--- config.mk ---
export PLATFORM = sky130hd
export DESIGN_NAME = cbor_item_head_encoder
export DESIGN_NICKNAME = d
export VERILOG_FILES = /design/src/rtl/cbih_pkg.sv /design/src/rtl/cbor_item_head_encoder.sv
export VERILOG_INCLUDE_DIRS = /design/src /design/src/rtl
export SDC_FILE = /design/constraint.sdc
export NUM_CORES = 1
export LEC_CHECK = 0
export ABC_AREA = 1
export BUFFER_PORTS_ARGS = -buffer_cell sky130_fd_sc_hd__clkbuf_2
export CAP_MARGIN = 5
export CORE_ASPECT_RATIO = 0.7
export CORE_MARGIN = 3
export CORE_UTILIZATION = 50
export DETAILED_ROUTE_END_ITERATION = 8
export PLACE_DENSITY = 0.71
export SLEW_MARGIN = 20
export SYNTH_ARGS = -nofsm -noshare
export SYNTH_HDL_FRONTEND = slang
export SYNTH_SLANG_ARGS = --single-unit
--- constraint.sdc ---
create_clock -name clk -period 4.45 [get_ports clk]
set_input_delay 1.335 -clock clk [delete_from_list [all_inputs] [get_ports clk]]
set_output_delay 1.335 -clock clk [all_outputs]
set_load 0.02 [all_outputs]
--- src/rtl/assert_macros.svh ---
// assertion macros used by the cbor_item_head_encoder rtl
// no dependencies; each macro clocks on the given clock with an active-low reset
`ifndef ASSERT_MACROS_SVH
`define ASSERT_MACROS_SVH

// property holds at every clock edge outside reset
`define AST_HOLD(label, clk_i, rst_n_i, prop, msg) \
	label: assert property (@(posedge clk_i) disable iff (!rst_n_i) (prop)) else $error(msg);

// condition in one cycle implies a property in the next
`define AST_NEXT(label, clk_i, rst_n_i, pre, post, msg) \
	label: assert property (@(posedge clk_i) disable iff (!rst_n_i) (pre) |=> (post)) \
		else $error(msg);

`endif

--- src/rtl/cbih_pkg.sv ---
// cbor head encoder package: mode codes, item kinds and encoding constants
// no dependencies
package cbih_pkg;

	localparam int unsigned MODE_W = 4;
	localparam int unsigned VALUE_W = 64;
	localparam int unsigned MAX_BYTES = 9;
	localparam int unsigned CNT_W = 4;
	localparam int unsigned BUF_W = 8 * MAX_BYTES;

	localparam logic [MODE_W-1:0] MODE_UINT    = 4'd0;
	localparam logic [MODE_W-1:0] MODE_SINT    = 4'd1;
	localparam logic [MODE_W-1:0] MODE_BOOL    = 4'd2;
	localparam logic [MODE_W-1:0] MODE_FLOAT32 = 4'd3;
	localparam logic [MODE_W-1:0] MODE_FLOAT64 = 4'd4;
	localparam logic [MODE_W-1:0] MODE_BYTES   = 4'd5;
	localparam logic [MODE_W-1:0] MODE_TEXT    = 4'd6;
	localparam logic [MODE_W-1:0] MODE_MAP     = 4'd7;
	localparam logic [MODE_W-1:0] MODE_ARRAY   = 4'd8;
	localparam logic [MODE_W-1:0] MODE_PAYLOAD = 4'd9;

	localparam logic [2:0] MAJOR_UINT  = 3'd0;
	localparam logic [2:0] MAJOR_NINT  = 3'd1;
	localparam logic [2:0] MAJOR_BYTES = 3'd2;
	localparam logic [2:0] MAJOR_TEXT  = 3'd3;
	localparam logic [2:0] MAJOR_ARRAY = 3'd4;
	localparam logic [2:0] MAJOR_MAP   = 3'd5;

	localparam logic [63:0] INLINE_LIMIT = 64'd24;
	localparam logic [4:0]  AI_ARG8      = 5'd24;
	localparam logic [4:0]  AI_ARG16     = 5'd25;
	localparam logic [4:0]  AI_ARG32     = 5'd26;
	localparam logic [4:0]  AI_ARG64     = 5'd27;

	localparam logic [7:0] SIMPLE_FALSE = 8'hF4;
	localparam logic [7:0] FLOAT32_HEAD = 8'hFA;
	localparam logic [7:0] FLOAT64_HEAD = 8'hFB;

	localparam logic [10:0] EXP_MAX       = 11'h7FF;
	localparam logic [10:0] EXP_F32_NORM  = 11'd897;
	localparam logic [10:0] EXP_F32_TOP   = 11'd1150;
	localparam logic [10:0] EXP_F32_SUB   = 11'd874;
	localparam logic [10:0] EXP_REBIAS    = 11'd896;
	localparam logic [10:0] EXP_SUB_SHIFT = 11'd926;
	localparam logic [31:0] F32_INF       = 32'h7F80_0000;

	typedef enum logic [2:0] {
		KIND_NONE,
		KIND_HEAD,
		KIND_BOOL,
		KIND_F32,
		KIND_F64,
		KIND_PAY
	} kind_t;

endpackage

--- src/rtl/cbor_item_head_encoder.sv ---
// cbor item head encoder top level: three-stage encode pipeline and byte serializer
// depends on cbih_pkg and assert_macros.svh
//
// channel   direction  signals                          per transaction
// item      in         item_valid item_ready mode value one item to encode
// byte      out        byte_valid byte_ready out_byte   one encoded byte, last_byte on final
//
// an item passes three register stages, then the serializer emits 1 to 9 bytes
// one byte per cycle while byte_ready is high; a payload item gives a single byte
// with no stall an item goes through stages 1, 2, 3, then the serializer shows its first byte
// reset clears all valid bits; items of unused modes give no bytes and are dropped
// byte_ready low stalls the serializer and the stages behind it without loss
`include "assert_macros.svh"

module cbor_item_head_encoder (
	input  logic                          clk,
	input  logic                          arst_n,
	input  logic                          item_valid,
	output logic                          item_ready,
	input  logic [cbih_pkg::MODE_W-1:0]   mode,
	input  logic [cbih_pkg::VALUE_W-1:0]  value,
	output logic                          byte_valid,
	input  logic                          byte_ready,
	output logic [7:0]                    out_byte,
	output logic                          last_byte
);
	import cbih_pkg::*;

	// stage 1: kind, major type, argument
	logic               v_s1;
	kind_t              kind_s1;
	logic [2:0]         major_s1;
	logic [VALUE_W-1:0] arg_s1;

	// stage 2: argument size, float shrink
	logic               v_s2;
	kind_t              kind_s2;
	logic [2:0]         major_s2;
	logic [VALUE_W-1:0] arg_s2;
	logic [4:0]         ai_s2;
	logic [3:0]         nb_s2;
	logic               shrink_s2;
	logic [31:0]        f32_s2;

	// stage 3: byte buffer
	logic               v_s3;
	logic [BUF_W-1:0]   buf_s3;
	logic [CNT_W-1:0]   cnt_s3;

	// serializer
	logic               sv_q;
	logic [BUF_W-1:0]   buf_q;
	logic [CNT_W-1:0]   cnt_q;

	logic adv1, adv2, adv3, take;
	logic byte_done;

	assign byte_done = sv_q && byte_ready;
	assign take = v_s3 && (!sv_q || (byte_done && last_byte));
	assign adv3 = !v_s3 || take;
	assign adv2 = !v_s2 || adv3;
	assign adv1 = !v_s1 || adv2;
	assign item_ready = adv1;

	// stage 1 decode
	kind_t              kind_d1;
	logic [2:0]         major_d1;
	logic [VALUE_W-1:0] arg_d1;

	always_comb begin
		kind_d1 = KIND_HEAD;
		major_d1 = MAJOR_UINT;
		arg_d1 = value;
		unique case (mode)
			MODE_UINT: major_d1 = MAJOR_UINT;
			MODE_SINT: begin
				if (value[VALUE_W-1]) begin
					major_d1 = MAJOR_NINT;
					arg_d1 = ~value;
				end
			end
			MODE_BOOL:    kind_d1 = KIND_BOOL;
			MODE_FLOAT32: kind_d1 = KIND_F32;
			MODE_FLOAT64: kind_d1 = KIND_F64;
			MODE_BYTES:   major_d1 = MAJOR_BYTES;
			MODE_TEXT:    major_d1 = MAJOR_TEXT;
			MODE_MAP:     major_d1 = MAJOR_MAP;
			MODE_ARRAY:   major_d1 = MAJOR_ARRAY;
			MODE_PAYLOAD: kind_d1 = KIND_PAY;
			default:      kind_d1 = KIND_NONE;
		endcase
	end

	always_ff @(posedge clk or negedge arst_n) begin
		if (!arst_n) begin
			v_s1 <= 1'b0;
		end else if (adv1) begin
			v_s1 <= item_valid;
		end
	end

	always_ff @(posedge clk) begin
		if (adv1) begin
			kind_s1 <= kind_d1;
			major_s1 <= major_d1;
			arg_s1 <= arg_d1;
		end
	end

	// stage 2: argument class and float64 to float32 test
	logic [4:0]  ai_d2;
	logic [3:0]  nb_d2;
	logic        shrink_d2;
	logic [31:0] f32_d2;
	logic [10:0] exp_d2;
	logic [51:0] man_d2;
	logic [52:0] full_d2;
	logic [52:0] mask_d2;
	logic [52:0] sub_d2;
	logic [10:0] sh_d2;
	logic [10:0] rebias_d2;

	always_comb begin
		if (arg_s1 < INLINE_LIMIT) begin
			ai_d2 = arg_s1[4:0];
			nb_d2 = 4'd0;
		end else if (arg_s1[63:8] == '0) begin
			ai_d2 = AI_ARG8;
			nb_d2 = 4'd1;
		end else if (arg_s1[63:16] == '0) begin
			ai_d2 = AI_ARG16;
			nb_d2 = 4'd2;
		end else if (arg_s1[63:32] == '0) begin
			ai_d2 = AI_ARG32;
			nb_d2 = 4'd4;
		end else begin
			ai_d2 = AI_ARG64;
			nb_d2 = 4'd8;
		end
	end

	always_comb begin
		exp_d2 = arg_s1[62:52];
		man_d2 = arg_s1[51:0];
		full_d2 = {1'b1, man_d2};
		sh_d2 = EXP_SUB_SHIFT - exp_d2;
		mask_d2 = (53'd1 << sh_d2[5:0]) - 53'd1;
		sub_d2 = full_d2 >> sh_d2[5:0];
		rebias_d2 = exp_d2 - EXP_REBIAS;
		shrink_d2 = 1'b0;
		f32_d2 = {arg_s1[63], 31'd0};
		if (exp_d2 == EXP_MAX) begin
			shrink_d2 = (man_d2 == '0);
			f32_d2 = {arg_s1[63], 31'd0} | F32_INF;
		end else if (exp_d2 == '0) begin
			shrink_d2 = (man_d2 == '0);
		end else if (exp_d2 >= EXP_F32_NORM && exp_d2 <= EXP_F32_TOP) begin
			shrink_d2 = (man_d2[28:0] == '0);
			f32_d2 = {arg_s1[63], rebias_d2[7:0], man_d2[51:29]};
		end else if (exp_d2 >= EXP_F32_SUB && exp_d2 < EXP_F32_NORM) begin
			shrink_d2 = ((full_d2 & mask_d2) == '0);
			f32_d2 = {arg_s1[63], 8'd0, sub_d2[22:0]};
		end
	end

	always_ff @(posedge clk or negedge arst_n) begin
		if (!arst_n) begin
			v_s2 <= 1'b0;
		end else if (adv2) begin
			v_s2 <= v_s1;
		end
	end

	always_ff @(posedge clk) begin
		if (adv2) begin
			kind_s2 <= kind_s1;
			major_s2 <= major_s1;
			arg_s2 <= arg_s1;
			ai_s2 <= ai_d2;
			nb_s2 <= nb_d2;
			shrink_s2 <= shrink_d2;
			f32_s2 <= f32_d2;
		end
	end

	// stage 3: byte buffer, first byte in the top lane
	logic [7:0]         b0_d3;
	logic [VALUE_W-1:0] tail_d3;
	logic [CNT_W-1:0]   cnt_d3;

	always_comb begin
		b0_d3 = '0;
		tail_d3 = '0;
		cnt_d3 = '0;
		case (kind_s2)
			KIND_HEAD: begin
				b0_d3 = {major_s2, ai_s2};
				cnt_d3 = nb_s2 + 4'd1;
				case (nb_s2)
					4'd1:    tail_d3 = {arg_s2[7:0], 56'd0};
					4'd2:    tail_d3 = {arg_s2[15:0], 48'd0};
					4'd4:    tail_d3 = {arg_s2[31:0], 32'd0};
					4'd8:    tail_d3 = arg_s2;
					default: tail_d3 = '0;
				endcase
			end
			KIND_BOOL: begin
				b0_d3 = SIMPLE_FALSE | {7'd0, arg_s2[0]};
				cnt_d3 = 4'd1;
			end
			KIND_F32: begin
				b0_d3 = FLOAT32_HEAD;
				tail_d3 = {arg_s2[31:0], 32'd0};
				cnt_d3 = 4'd5;
			end
			KIND_F64: begin
				if (shrink_s2) begin
					b0_d3 = FLOAT32_HEAD;
					tail_d3 = {f32_s2, 32'd0};
					cnt_d3 = 4'd5;
				end else begin
					b0_d3 = FLOAT64_HEAD;
					tail_d3 = arg_s2;
					cnt_d3 = 4'd9;
				end
			end
			KIND_PAY: begin
				b0_d3 = arg_s2[7:0];
				cnt_d3 = 4'd1;
			end
			default: cnt_d3 = '0;
		endcase
	end

	always_ff @(posedge clk or negedge arst_n) begin
		if (!arst_n) begin
			v_s3 <= 1'b0;
		end else if (adv3) begin
			v_s3 <= v_s2 && (cnt_d3 != '0);
		end
	end

	always_ff @(posedge clk) begin
		if (adv3) begin
			buf_s3 <= {b0_d3, tail_d3};
			cnt_s3 <= cnt_d3;
		end
	end

	// serializer
	always_ff @(posedge clk or negedge arst_n) begin
		if (!arst_n) begin
			sv_q <= 1'b0;
			cnt_q <= '0;
		end else if (take) begin
			sv_q <= 1'b1;
			cnt_q <= cnt_s3;
		end else if (byte_done) begin
			cnt_q <= cnt_q - 4'd1;
			if (last_byte) begin
				sv_q <= 1'b0;
			end
		end
	end

	always_ff @(posedge clk) begin
		if (take) begin
			buf_q <= buf_s3;
		end else if (byte_done) begin
			buf_q <= {buf_q[BUF_W-9:0], 8'd0};
		end
	end

	assign byte_valid = sv_q;
	assign out_byte = buf_q[BUF_W-1 -: 8];
	assign last_byte = (cnt_q == 4'd1);

	`AST_HOLD(a_ser_count, clk, arst_n, !sv_q || (cnt_q != '0 && cnt_q <= 4'd9), "serializer count out of range")
	`AST_HOLD(a_s3_count, clk, arst_n, !v_s3 || (cnt_s3 != '0 && cnt_s3 <= 4'd9), "stage 3 holds an empty item")
	`AST_NEXT(a_ser_cont, clk, arst_n, byte_done && !last_byte, byte_valid, "item dropped before its last byte")
	`AST_NEXT(a_s3_hold, clk, arst_n, v_s3 && !take, v_s3 && $stable(buf_s3) && $stable(cnt_s3), "stalled stage 3 lost its item")

endmodule

### Word level (Yosys, flattened, before mapping)

Cells that the tools add are included.

| storage, ports and cells | value |
|---|---|
| register bits | 338 |
| bits of input ports | 72 |
| output and inout bits | 11 |

| cells by class | value |
|---|---|
| add/subtract/negate cells | 5 |
| $lt $le $gt $ge | 5 |
| eq/ne operators | 20 |
| shift-type cells | 2 |
| muxes and demuxes | 33 |
| bitwise gates (word level) | 2 |
| reduce and logical (&&, ||, !) cells | 31 |

Operators with widths:

| operator | number |
|---|---|
| 64-bit case mux with 4 select lines | 1 |
| 64-bit 2-to-1 mux | 3 |
| 64-bit case mux with 3 select lines | 1 |
| 72-bit 2-to-1 mux | 2 |
| 64-bit by 5-bit less-than comparator with 1-bit output, second input constant | 1 |
| 64-bit NOT | 1 |
| 31-bit 2-to-1 mux | 2 |
| 56-bit logical NOT | 1 |
| 53-bit AND | 1 |
| 53-bit logical NOT | 1 |
| 1-bit by 6-bit left shift with 53-bit output, first input constant | 1 |
| 53-bit by 6-bit right shift with 23-bit output | 1 |
| 53-bit by 1-bit subtractor with 53-bit output, second input constant | 1 |
| 52-bit logical NOT | 1 |
| 48-bit logical NOT | 1 |
| 8-bit case mux with 5 select lines | 1 |
| 32-bit logical NOT | 1 |
| 3-bit case mux with 5 select lines | 2 |
| 29-bit logical NOT | 1 |
| 23-bit 2-to-1 mux | 1 |
| 11-bit by 10-bit >= comparator with 1-bit output, second input constant | 2 |
| 4-bit by 3-bit == test with 1-bit output, second input constant | 5 |
| 4-bit 2-to-1 mux | 4 |
| 4-bit case mux with 4 select lines | 1 |
| other kinds (27) | 61 |

### Logic depth before layout (Yosys ltp)

| logic depth | value |
|---|---|
| depth in word-level cells | 9 |
| mapped depth | 23 |

### Worst setup path after synthesis

OpenSTA, ideal clock, no wires.

| timing | value |
|---|---|
| path type | reg-to-reg |
| start | register sv_q, in the netlist byte_valid |
| end | register cnt_q[2] |
| library setup time | 0.125 ns |
| data arrival time | 4.618 ns |
| required time | 4.325 ns |
| setup slack | -0.293 ns |
| cell stages (with the launch flop) | 4 |
| path buffers | 0 |
| clock period less this slack | 4.743 ns |
| cell sequence | dfrtp_1 o21ai_1 o21ai_0 a32oi_1 |

| between the ends | value |
|---|---|
| cells in the longest elaborated chain, start to end | 5 |
| elaborated cells between the ends (all ways) | 7 |
| classes of those cells | mux (1); reduce/logical (6) |

Ends and longest elaborated chain:

| element | line | text |
|---|---|---|
| start: declaration | cbor_item_head_encoder.sv:51 | `logic sv_q;` |
| start signal: assignment | cbor_item_head_encoder.sv:253 | `sv_q <= 1'b0;` |
| start signal: assignment | cbor_item_head_encoder.sv:256 | `sv_q <= 1'b1;` |
| start signal: assignment | cbor_item_head_encoder.sv:261 | `sv_q <= 1'b0;` |
| 1-bit logical AND | cbor_item_head_encoder.sv:58 | `assign byte_done = sv_q && byte_ready;` |
| 1-bit logical AND | cbor_item_head_encoder.sv:59 | `assign take = v_s3 && (!sv_q \|\| (byte_done && last_byte));` |
| 1-bit logical OR | cbor_item_head_encoder.sv:59 |  |
| 1-bit logical AND | cbor_item_head_encoder.sv:59 |  |
| 4-bit 2-to-1 mux or 2-bit nonzero test (tied branches) | -- |  |
| end signal: assignment | cbor_item_head_encoder.sv:257 | `cnt_q <= cnt_s3;` |
| end signal: assignment | cbor_item_head_encoder.sv:259 | `cnt_q <= cnt_q - 4'd1;` |
| end: declaration | cbor_item_head_encoder.sv:53 | `logic [CNT_W-1:0] cnt_q;` |

Parallel ways exist; a longest one is shown, timed or not.
A chain may end at the register's enable or synchronous reset.

### Worst setup path in the final report

| timing | value |
|---|---|
| start | register arg_s1[22] |
| end | register ai_s2[1], data pin |

| between the ends | value |
|---|---|
| cells in the longest elaborated chain, start to end | 4 |
| elaborated cells between the ends (all ways) | 6 |
| classes of those cells | order compare (1); mux (3); reduce/logical (2) |

Ends and longest elaborated chain:

| element | line | text |
|---|---|---|
| start: declaration | cbor_item_head_encoder.sv:33 | `logic [VALUE_W-1:0] arg_s1;` |
| start signal: assignment | cbor_item_head_encoder.sv:106 | `arg_s1 <= arg_d1;` |
| branches (longest 3 deep; another with 64-bit by 5-bit less-than comparator with 1-bit output) | -- |  |
| 5-bit 2-to-1 mux * | cbor_item_head_encoder.sv:124 | `if (arg_s1 < INLINE_LIMIT) begin` |
| via ai_d2[1] | cbor_item_head_encoder.sv:111 | `logic [4:0] ai_d2;` |
| end signal: assignment | cbor_item_head_encoder.sv:179 | `ai_s2 <= ai_d2;` |
| end: declaration | cbor_item_head_encoder.sv:40 | `logic [4:0] ai_s2;` |

Mark *: on every way through the listed nets, which the timed path passes.

==> results.md <==
- Final wirelength: 76760 um
- Power Density: 598.5 mW/mm2
- Die Footprint: approximately 0.042 mm2
- Arr. time, crit path: 4.47 ns
- Synth cell types: just under 60
- IO Count: 83
- Die width: approximately 240 um
- FF-to-FF Start: arg_s1[22]$_DFFE_PP_
- Worst min path class: reg -> reg
- Unrepaired setup endpoints after global routing: no
- CTS Buf Count: 34
- Fin nets: approximately 2600
- Antenna viol nets, final: 0
- Area growth syn-to-layout: 11.99%
- Status: complete, no violations
- FMAX: between 200 and 250 MHz
- Crit. End Element: register
- Kind of critical path: reg -> reg
- Mapped cell area: between 0.015 and 0.02 mm2
- R2R Setup Slk: approximately 0.25 ns
- Worst Tran Pin Value: 1.099 ns
- Critical Path Start: arg_s1[22]$_DFFE_PP_
- Initial antenna violation count: 3
- GRT overflow: 0
- Die H: 173.1 um
- # port buffers: around 80
- Vias in the first global route: approximately 17000
- Maximum fanout along the worst path: 5
- Setup crit start kind: register
- Max Buffers Root-to-Sink: 3
- Rel. slew slack: 0.2629
- DR vias: between 15000 and 20000
- Final Critical Period: roughly 4.2 ns
- H-tree depth: 2
- Most frequent cells in the layout: 757 x nand2_1, 329 x edfxtp_1, 226 x nor2_1
- Worst R2R Path Depth: 10
- Post-synth EDFFs: 329
- Vias/cell: around 6.1
- Hpwl dp: just under 60000 um
- Top_reg_cell synth: edfxtp_1
- Sink Count: ~340
- Root buffer cell: clkbuf_16
- Final Wtd Congestion: 1.077
- Hold_sp: major_s1[0]$_DFFE_PP_
- Sequential cell area: roughly 0.01 mm2
- Register area share after synthesis: 0.5056
- First-pass GRT wire length: approximately 110000 um
- Tcrit/Tclk final: 0.9444
- Max VDD drop: ~420 uV
- Final Power: between 10000 and 15000 uW
- Largest net degree at the start of global routing: 81
- Multi-input gate area: 0.008597 mm2
- Pre-Repair DR Iteration Count: 7
- Global Route Usage Sum: 0.3574
- Syn_nets: between 2000 and 2500
- Per-cell routed wire length: about 25 um
- Min Hold Slack: about 0.42 ns
- Final instance area: 0.02233 mm2
- Worst-path clk slew: around 0.07 ns
- Slew Viols, Final: 0
- Slack of the critical path: 0.2473 ns
- Number of fillers in the final layout: 3521
- Hold Fails Final Rpt: 0
- Commonest non-fill, non-tap cell in the layout: nand2_1
- Yosys reg bits: ~340
- Mean Syn Cell Area: between 8 and 9 um2
- Initial core utilization: 0.5127
- Dpl ws: roughly 0.29 ns
- Share of cells above drive strength 1: 0.1165
- Leak Pwr: between 0.009 and 0.01 uW
- Worst EP required: around 4.7 ns
- Placed cell areas: roughly 0.021 mm2
- Synth Instances: around 2400
- Asr flop ratio synth: 0.02374
- DRC viols: 0
- Crit path to: ai_s2[1]$_DFFE_PP_
- Post-CTS setup buffers: 0
- CTS tree: built
- # setup viols final: 0
- Clock Latency Late Sink: 0.53 ns
- Yosys warns: 0
- DRC marker count from the first detailed-route iteration: about 2800
- Final Util: 0.5742
- Reg2reg end: ai_s2[1]$_DFFE_PP_
- Cell row count: 60
- MaxCap Viol Count: 0
- Clock skew: 0.02428 ns
- Core ar.: 0.03889 mm2
metrics by stage:
| step | cells | setup TNS [ns] |
|---|---|---|
| CTS | 3043 | 0 |
| floorplan | 2399 | -4.453 |
| global placement | 2983 | 0 |
| finish | 3047 | 0 |
| global route | 3043 | 0 |
| detailed placement | 2983 | 0 |
critical path, cell delays in order, from the launching register on:
cell      delay, ns
edfxtp_1       0.41
nor4_2         0.64
nand4_1        0.38
nor4_1         0.73
nand3_1        0.42
nor3_1         0.28
nand3_1        0.11
a21boi_0       0.52
inv_1          0.20
o21ai_0        0.19
inv_1          0.06
kinds of logic (layout without fill, tap and decap cells):
family / Yosys count / count (layout) / synth area share
compound gates: 398 / 398 / 0.1197
xor+xnor: 66 / 66 / 0.02899
fa+ha+maj: 15 / 15 / 0.009413
buf+inv: 328 / 445 / 0.06683
flops: 337 / 337 / 0.5056
mux: 19 / 19 / 0.009539
other cells: 0 / 4 / 0
simple gates: 1236 / 1236 / 0.2600
synth_stat cells (15+ instances only):
cell type / n / share of area
nand4_1: 19 / 0.0060
mux2i_1: 19 / 0.0095
buf_1: 19 / 0.0036
nand3_1: 138 / 0.035
o22ai_1: 35 / 0.011
nor2_2: 19 / 0.0060
inv_1: 207 / 0.039
nand2_1: 759 / 0.14
o21ai_0: 206 / 0.052
nor2_1: 229 / 0.043
edfxtp_1: 329 / 0.50
o2111ai_1: 25 / 0.011
ha_1: 15 / 0.0094
a21oi_1: 42 / 0.011
o211ai_1: 16 / 0.0060
xnor2_1: 64 / 0.028
clkbuf_1: 65 / 0.012
worst min-delay path by stage:
stage	end	slack [ns]	cells after the start
6_report	major_s2[0]$_DFFE_PP_	0.42	0
5_1_grt	major_s2[2]$_DFFE_PP_	0.43	0
4_1_cts	major_s2[0]$_DFFE_PP_	0.42	0
3_5_place_dp	major_s2[2]$_DFFE_PP_	0.41	0
3_3_place_gp	kind_s2[0]$_DFFE_PP_	0.41	0
2_1_floorplan	kind_s2[0]$_DFFE_PP_	0.40	0
layout make-up:
class	count	share of cell area
Inverter	216	0.03631
Sequential cell	337	0.4514
Multi-Input combinational cell	1734	0.3850
Clock buffer	43	0.04102
Clock inverter	17	0.006332
Antenna cell	4	0.0004483
Tap cell	527	0.02953
Timing Repair Buffer	169	0.04987
registers in the layout, summed over array words and instances (netlist names):
signal and count:
buf_q 72, buf_s3 72, arg_s1 64, arg_s2 64, f32_s2 31, ai_s2 5
cnt_q 4, cnt_s3 4, nb_s2 4, kind_s1 3, kind_s2 3, major_s1 3
major_s2 3, byte_valid 1, shrink_s2 1, v_s1 1, v_s2 1, v_s3 1
repair_timing:
| item | 4_1_cts | 5_1_grt |
|---|---|---|
| hold buffers | 0 | 0 |
| setup endpoints to repair | 0 | 3 |
| gates resized for setup | 0 | 1 |
power breakdown:
part,internal [uW],switching (uW)
logic,1570,4180
clock network,1580,1200
registers,4270,554
routing by layer:
layer,GRT usage,share of wire
met1,0.5611,0.45
met2,0.4526,0.37
met3,0.1397,0.15
met4,0.08850,0.027
met5,0,0.00017
No activity file was read; power rests on OpenSTA's default activity.
